**src/sv/mcsr_pkg.sv**
```systemverilog
// ----------------------------------------------------------------------------
// mcsr_pkg
// Types, constants and helpers shared by the crossover signal/return block.
// ----------------------------------------------------------------------------
`timescale 1ns / 1ps
`default_nettype none

package mcsr_pkg;

   localparam int PRICE_W   = 32;
   localparam int RET_W     = 32;
   localparam int GROWTH_W  = 48;
   localparam int CFG_W     = 9;
   localparam int CSR_IDX_W = 4;
   localparam int FRAC_BITS = 24;

   localparam int MAX_WINDOW_DEF = 256;

   localparam logic [CFG_W-1:0] SHORT_RESET = CFG_W'(60);
   localparam logic [CFG_W-1:0] LONG_RESET  = CFG_W'(250);

   localparam logic [CSR_IDX_W-1:0] CSR_SHORT = CSR_IDX_W'(0);
   localparam logic [CSR_IDX_W-1:0] CSR_LONG  = CSR_IDX_W'(1);

   localparam logic [RET_W-1:0]    Q24_ONE    = 32'h0100_0000;
   localparam logic [RET_W-1:0]    RET_MAX    = 32'h7FFF_FFFF;
   localparam logic [GROWTH_W-1:0] GROWTH_ONE = 48'h0001_0000_0000;
   localparam logic [GROWTH_W-1:0] GROWTH_MAX = 48'hFFFF_FFFF_FFFF;

   // restoring divider: dividend is the price change shifted up by FRAC_BITS
   localparam int DIV_BITS   = PRICE_W + FRAC_BITS;
   localparam int DIV_PER_CY = 2;
   localparam int DIV_CYCLES = DIV_BITS / DIV_PER_CY;
   localparam int DIV_CNT_W  = $clog2(DIV_CYCLES + 1);

   typedef struct packed {
      logic [PRICE_W-1:0] price;
      logic               series_start;
   } req_type;

   typedef struct packed {
      logic                    long_signal;
      logic signed [RET_W-1:0] daily_return;
      logic [GROWTH_W-1:0]     growth_factor;
      logic                    divide_error;
   } rsp_type;

   typedef enum logic [3:0] {
      CMD_NONE,
      CMD_ACCEPT,
      CMD_LOAD,
      CMD_ADD,
      CMD_SCAN,
      CMD_MUL,
      CMD_CMP,
      CMD_DIV,
      CMD_RET,
      CMD_GLO,
      CMD_GHI,
      CMD_GFIN,
      CMD_FINISH
   } cmd_type;

   typedef struct packed {
      logic dirty;
      logic scan_done;
      logic need_ret;
      logic div_last;
      logic out_free;
   } stat_type;

   typedef struct packed {
      logic [PRICE_W-1:0]  rem;
      logic [DIV_BITS-1:0] dq;
   } div_type;

   // one restoring step: shift in a dividend bit, shift out a quotient bit
   function automatic div_type div_step(div_type s, logic [PRICE_W-1:0] d);
      logic [PRICE_W:0] t;
      logic             ge;
      div_type          r;
      t     = {s.rem, s.dq[DIV_BITS-1]};
      ge    = (t >= {1'b0, d});
      r.rem = ge ? PRICE_W'(t - {1'b0, d}) : t[PRICE_W-1:0];
      r.dq  = {s.dq[DIV_BITS-2:0], ge};
      return r;
   endfunction

endpackage

`default_nettype wire

```
**src/sv/mcsr_ctrl.sv**
```systemverilog
// ----------------------------------------------------------------------------
// mcsr_ctrl
// Sequencer: steps one item through load, sums, compare, divide and growth.
// ----------------------------------------------------------------------------
`timescale 1ns / 1ps
`default_nettype none

module mcsr_ctrl (
   input  logic               clock,
   input  logic               reset,
   input  logic               req_valid,
   output logic               req_stall,
   output logic               csr_ready,
   output mcsr_pkg::cmd_type  cmd,
   input  mcsr_pkg::stat_type stat
);
   import mcsr_pkg::*;

   typedef enum logic [3:0] {
      ST_IDLE,
      ST_LOAD,
      ST_ADD,
      ST_SCAN,
      ST_MUL,
      ST_CMP,
      ST_DIV,
      ST_RET,
      ST_GLO,
      ST_GHI,
      ST_GFIN,
      ST_DONE
   } state_type;

   state_type state_ff, state_in;
   logic      stall_ff, stall_in;

   always_comb begin
      state_in = state_ff;
      stall_in = stall_ff;
      cmd      = CMD_NONE;
      case (state_ff)
         ST_IDLE: begin
            if (req_valid && !stall_ff) begin
               cmd      = CMD_ACCEPT;
               stall_in = 1'b1;
               state_in = ST_LOAD;
            end
         end
         ST_LOAD: begin
            cmd      = CMD_LOAD;
            state_in = stat.dirty ? ST_SCAN : ST_ADD;
         end
         ST_ADD: begin
            cmd      = CMD_ADD;
            state_in = ST_MUL;
         end
         ST_SCAN: begin
            cmd = CMD_SCAN;
            if (stat.scan_done) begin
               state_in = ST_MUL;
            end
         end
         ST_MUL: begin
            cmd      = CMD_MUL;
            state_in = ST_CMP;
         end
         ST_CMP: begin
            cmd      = CMD_CMP;
            state_in = stat.need_ret ? ST_DIV : ST_DONE;
         end
         ST_DIV: begin
            cmd = CMD_DIV;
            if (stat.div_last) begin
               state_in = ST_RET;
            end
         end
         ST_RET: begin
            cmd      = CMD_RET;
            state_in = ST_GLO;
         end
         ST_GLO: begin
            cmd      = CMD_GLO;
            state_in = ST_GHI;
         end
         ST_GHI: begin
            cmd      = CMD_GHI;
            state_in = ST_GFIN;
         end
         ST_GFIN: begin
            cmd      = CMD_GFIN;
            state_in = ST_DONE;
         end
         ST_DONE: begin
            // wait for the output register to free up
            if (stat.out_free) begin
               cmd      = CMD_FINISH;
               stall_in = 1'b0;
               state_in = ST_IDLE;
            end
         end
         default: begin
            state_in = ST_IDLE;
            stall_in = 1'b0;
         end
      endcase
   end

   always_ff @(posedge clock) begin
      if (reset) begin
         state_ff <= ST_IDLE;
         stall_ff <= 1'b0;
      end else begin
         state_ff <= state_in;
         stall_ff <= stall_in;
      end
   end

   assign req_stall = stall_ff;
   assign csr_ready = !stall_ff;

endmodule

`default_nettype wire

```
**config.mk**
```make
export PLATFORM = sky130hd
export DESIGN_NAME = mcsr_ctrl
export DESIGN_NICKNAME = d
export VERILOG_FILES = /design/src/sv/mcsr_pkg.sv /design/src/sv/mcsr_ctrl.sv
export SDC_FILE = /design/constraint.sdc
export NUM_CORES = 1
export LEC_CHECK = 0
export BUFFER_PORTS_ARGS = -buffer_cell sky130_fd_sc_hd__buf_2
export CORE_AREA = 2 2 39 41
export CTS_BUF_LIST = sky130_fd_sc_hd__clkbuf_8
export CTS_CLUSTER_DIAMETER = 40
export CTS_CLUSTER_SIZE = 12
export DETAILED_ROUTE_END_ITERATION = 10
export DIE_AREA = 0 0 41 43
export SLEW_MARGIN = 20
export SYNTH_ARGS = -nofsm -noshare
export SYNTH_HDL_FRONTEND = slang
export SYNTH_SLANG_ARGS = --single-unit
```
**constraint.sdc**
```tcl
create_clock -name clock -period 1.1 [get_ports clock]
set_input_delay 0.165 -clock clock [delete_from_list [all_inputs] [get_ports clock]]
set_output_delay 0.165 -clock clock [all_outputs]
set_load 0.01 [all_outputs]
```
==> impl_results.md, run 1 <==
* Critical path capture point type: output pin
* Setup WS pre-CTS at -0.151 ns
* Final Cycle Share at 116%
* Vias per Instance at 5.36
* Hold wc startpoint: reset
* Post-synth EDFFs at 0
* H-tree level count at 1
* Commonest cells post-synth: 5 x dfxtp_1, 5 x nand2b_1, 4 x nand2_1
* Share of layout cells above drive strength 1 at 67.0%
* Hold Crit Class: input pin to flip-flop
* Final Wtd Congestion at 0.743
* Crit-path max cell delay at 0.40 ns
* IO buf count at 13
* CP delay by family, top: flip-flops
* Sw Ratio at 39.9%
* Initial Util at 32.4%
* Initial antenna violation count at 0
* Die X at 41 µm
* First-pass GRT wire length at 2060 µm
* Slew headroom at 80.6%
* Worst r2r src: state_ff[0]
* Pwr dens at 2580 nW/µm²
* P_sw at 0.832 mW
* Die Ht at 43 µm
* Final worst setup slack at -0.177 ns
* Cell row count at 14
* Combinational share of power at 64.6%
* Gr ovfl total at 0
* Gr usage total at 17.8%
* Worst hold margin at 0.182 ns
* Failing checks: negative setup slack
* Nets at 97
* Syn_nets at 65
* Seq pwr share at 19.5%
* TritonRoute pass-1 iters at 4
* RSZ-0062 raised after global routing: yes
* Fmax at 0.783 GHz
* Yosys cell types at 32
* Top-area cell type share of the netlist area at 22.3%
* Post-Syn Area at 448 µm²
* Clk_lat worst skew at 0.22 ns
* Critical path data arrival time at 1.11 ns
* Post-Place Cell Area at 578 µm²
* Synth area leader: dfxtp_1
* Die area at 1760 µm²
* ANT cells at 0
* Initial DRC count at 11
* VDD IR max at 0.829 mV
* Yosys reg bits at 5
* Worst Setup SP: state_ff[1]
* CP max-delay cell: dfxtp_4
* Non-Filler Instances at 104
* # placed instances at 91
* Final min period at 1.28 ns
* CTS Buf Count at 3
* Clk_skew at 0.00129 ns
* Routed Antenna Nets at 0
* Wire per inst at 14.9 µm
* Clock buffer depth at 2
* Post-DP HPWL at 908 µm
* Core Area at 1380 µm²
* Int Power at 1.25 mW
* Final hold vios at 0
* Vias at 557
* Crit-path max FO at 8
* CP required at 0.94 ns
* Sequential area share after synthesis at 22.3%
* Outcome: complete, but fails checks
* Worst slew pin tran at 0.290 ns
* Max Cap Viol at 0
* Post-Route WL at 1550 µm
* P_leak at 0.362 nW
* CTS root buffer: clkbuf_8
* Number of global-route vias before repair at 484
* Final setup viols at 9
* Area Growth Syn to Fin at 80.7%
* CTS Sinks at 5
* Warnings, synthesis at 0
* Fin util at 58.5%
* Top cells by area, synth: dfxtp_1 22%, nand2b_1 7.0%, buf_6 5.0%
* Cell count after synthesis at 57
* DR DRC count at 0
* Crit path launch type: flip-flop
* Design area at 810 µm²
* Crit path buffers/inverters at 1
* Final Max Tran Viols at 0
* Synth async-reset ratio at 0%
* TritonCTS clock tree: yes
* I/O pins at 14
* Synth Area per Inst at 7.86 µm²
* Largest net degree at the start of global routing at 9
* Kind of critical path: flip-flop to output pin
* Setup TNS at -1.10 ns
* Hold Buf Count CTS at 0
* Clock transition at path regs at 0.04 ns
* Critical Path, Cell by Cell: nand2_4 -> o21ai_1 -> o22ai_2 -> buf_2
* Tot Pwr at 2.08 mW
* Clk pwr share at 15.9%
* Main flop type after synthesis: dfxtp_1
-- repair_timing --
action,in CTS,in global routing
resized for setup,24,8
buffers inserted,7,2
pin swaps,10,4
endpoints found under the setup margin,9,9
-- state kept, by name, summed over array words and instances (netlist names) --
name and cells:
state_ff 4, req_stall 1
-- worst paths after layout --
kind | to | slack (ns) | cells after the start
worst min register to register | req_stall | 0.68 | 4
worst max register to register | state_ff[3] | -0.14 | 5
worst min-delay path | state_ff[3] | 0.18 | 2
worst max-delay path | cmd[3] | -0.18 | 4
-- cell usage in the layout (no fill, tap or decap), types with 2 or more instances in the layout --
cell / netlist / routed
buf_4: 0 / 14
buf_2: 3 / 13
buf_6: 2 / 5
dfxtp_4: 0 / 4
nand2b_4: 0 / 3
nor2_1: 3 / 3
clkbuf_8: 0 / 3
inv_4: 1 / 2
o22ai_2: 0 / 2
a21oi_2: 1 / 2
inv_1: 2 / 2
o21ai_2: 1 / 2
nand2_1: 4 / 2
a21oi_1: 3 / 2
nor3b_1: 2 / 2
nand2b_1: 5 / 2
a31oi_1: 2 / 2
-- cells by family (layout without fill, tap and decap cells) --
logic type      after synthesis  after routing  share of synthesized area, %
simple gates                 23             23                          29.9
compound gates               19             19                          32.1
buf+inv                       8             39                          11.5
flops                         5              5                          22.3
xor+xnor                      1              1                          1.96
mux                           1              1                          2.23
-- worst reg2reg max path, stage by stage (launching register included) --
cell and delay (ns):
dfxtp_4 0.39, buf_4 0.14, buf_6 0.11, inv_4 0.03, or3b_4 0.38, a21oi_2 0.13
-- final cells by class --
type                       instances  area [µm²]
fill                             112         574
clock buffer                       3        41.3
multi-input combinational         44         387
tap                               16        20.0
inverter                           3        16.3
sequential                         5         115
clock inverter                     1        3.75
timing repair buffer              32         226
-- metal layers --
layer / global-route usage, % / part of all wire, % / vias up
met5: 0 / 0 / -
met4: 14.0 / 1.9 / 0
met3: 1.57 / 2.2 / 4
met2: 28.7 / 56 / 11
met1: 19.7 / 39 / 269
li1: - / - / 273
-- power by group through the flow --
stage / Combinational, mW / Sequential (mW) / Clock (mW)
3_3_place_gp: 0.966 / 0.341 / 0
5_1_grt: 1.45 / 0.411 / 0.346
4_1_cts: 1.20 / 0.399 / 0.340
2_1_floorplan: 0.720 / 0.296 / 0
6_report: 1.35 / 0.406 / 0.331
3_5_place_dp: 0.971 / 0.345 / 0
No activity file was read; power rests on OpenSTA's default activity.
==> run 2, diff against run 1 <==
==> constraint.sdc (replaced) <==
create_clock -name clock -period 1.1 [get_ports clock]
set_input_delay 0.22 -clock clock [delete_from_list [all_inputs] [get_ports clock]]
set_output_delay 0.22 -clock clock [all_outputs]
set_load 0.01 [all_outputs]
==> run 2 against run 1 <==
Compared with the run above:
- the run still ends with negative setup slack left
- critical path type unchanged
- via count rose by 0.54%
- wire length fell by 4.5%
- utilization rose by 3.0 points
- sequential power fell by 6.7%
- final area rose by 5.1%
- total power rose by 3.7%
- non-clock buffer count rose by 5
- maximum frequency fell by 6.4%
- global-route usage rose by 0.60 points
- highest routed layer unchanged
- first-iteration DRC count did not move
- die area did not move
- clock-buffer cell count did not move
==> impl_results.md, run 2 (same netlist as run 1, synthesis figures left out) <==
* Hold wc startpoint: reset
* Worst Setup SP: state_ff[1]
* Final Wtd Congestion at 0.823 (+11%)
* Tot Pwr at 2.16 mW (+3.7%)
* Initial DRC count at 11 (unchanged)
* CTS Sinks at 5 (unchanged)
* P_leak at 0.386 nW (+6.8%)
* Wire per inst at 13.6 µm (-8.8%)
* Final Max Tran Viols at 0 (unchanged)
* Vias at 560 (+0.54%)
* Slew headroom at 81.2% (+0.60 points)
* Worst r2r src: state_ff[2]
* Final worst setup slack at -0.264 ns (-0.0869 ns)
* Nets at 102 (+5.2%)
* Number of global-route vias before repair at 486 (+0.41%)
* Clock transition at path regs at 0.03 ns (about the same)
* Post-Route WL at 1480 µm (-4.5%)
* Max reg flops at 4 (unchanged)
* Fmax at 0.733 GHz (-6.4%)
* Gr usage total at 18.4% (+0.60 points)
* Final setup viols at 9 (unchanged)
* Critical path capture point type: output pin
* Gr ovfl total at 0 (unchanged)
* IO buf count at 13 (unchanged)
* TritonCTS clock tree: yes
* Clk_skew at 0.000167 ns (-0.00112 ns)
* CTS Buf Count at 3 (unchanged)
* RSZ-0062 raised after global routing: yes
* Critical path data arrival time at 1.14 ns (+0.03 ns)
* Die X at 41 µm (unchanged)
* Hold Buf Count CTS at 0 (unchanged)
* Post-DP HPWL at 922 µm (+1.6%)
* Failing checks: negative setup slack
* TritonRoute pass-1 iters at 2 (-2)
* I/O pins at 14 (unchanged)
* Kind of critical path: flip-flop to output pin
* Most common cell after layout, fill and taps aside: buf_4
* Die Ht at 43 µm (unchanged)
* Initial Util at 32.4% (unchanged)
* Clk_lat worst skew at 0.22 ns (about the same)
* Final min period at 1.36 ns (+0.0869 ns)
* Max Cap Viol at 0 (unchanged)
* First-pass GRT wire length at 2110 µm (+2.7%)
* CTS root buffer: clkbuf_8
* DR DRC count at 0 (unchanged)
* Clock buffer depth at 2 (unchanged)
* Initial antenna violation count at 0 (unchanged)
* Routed Antenna Nets at 0 (unchanged)
* Crit path launch type: flip-flop
* Cell row count at 14 (unchanged)
* Crit-path max FO at 5 (-3)
* CP required at 0.88 ns (-0.06 ns)
* Most frequent cells in the layout: 16 x buf_4, 13 x buf_2, 8 x buf_6
* Largest net degree at the start of global routing at 10 (+1)
* ANT cells at 0 (unchanged)
* Setup WS pre-CTS at -0.154 ns (-0.00312 ns)
* Core Area at 1380 µm² (unchanged)
* Hold Crit Class: input pin to flip-flop
* Vias per Instance at 5.14 (-4.1%)
* Final hold vios at 0 (unchanged)
* Area Growth Syn to Fin at 89.9%
* Final Cycle Share at 124% (+7.9 points)
* Share of layout cells above drive strength 1 at 66.7% (-0.38 points)
* Outcome: complete, but fails checks
* Pwr dens at 2540 nW/µm² (-1.3%)
* Worst slew pin tran at 0.281 ns (-0.00899 ns)
* H-tree level count at 1 (unchanged)
* Die area at 1760 µm² (unchanged)
* Worst hold margin at 0.240 ns (+0.0579 ns)
* Most flops, register: state_ff
* VDD IR max at 1.08 mV (+30%)
[run 2: final timing paths]
kind	endpoint	slack, ns	cells past startpoint
min reg2reg	req_stall	0.65	4
max reg2reg	state_ff[1]	-0.25	5
max	cmd[0]	-0.26	4
min	state_ff[3]	0.24	2
[run 2: timing repair]
item                       CTS  global route
resized for setup           19            11
setup buffers                8             3
setup endpoints to repair    8             9
pin swaps                    3             8
[run 2: critical path, cell delays in order (launching register included)]
cell and delay, ns:
dfxtp_4 0.37, buf_6 0.12, nor3_2 0.05, a221oi_2 0.22, buf_2 0.17
[run 2: area by class of cell]
type,instances,area [µm²]
repair buffers,37,275
well taps,16,20.0
multi-input cells,44,382
flip-flops and latches,5,115
inverters,3,13.8
clock buffers,3,41.3
clock inverters,1,3.75
fillers,120,533
[run 2: through the flow]
step,cells,utilization (%),TNS [ns],area (µm²)
CTS,106,55.9,-1.46,773
floorplan,57,-,-0.0669,467
global route,109,61.5,-2.05,851
detailed placement,94,43.8,-0.863,606
finish,109,61.5,-1.63,851
global placement,94,43.8,-0.710,606
[run 2: where the power goes]
group	internal [mW]	switching, mW
registers	0.270	0.109
clock network	0.239	0.0925
logic	0.822	0.629
[run 2: layer usage]
layer | vias up | track usage, % | routed length (µm)
met5 | - | 0 | 0
met1 | 263 | 21.3 | 658
met3 | 5 | 4.71 | 40
met2 | 10 | 27.2 | 736
li1 | 282 | - | -
met4 | 0 | 14.0 | 42
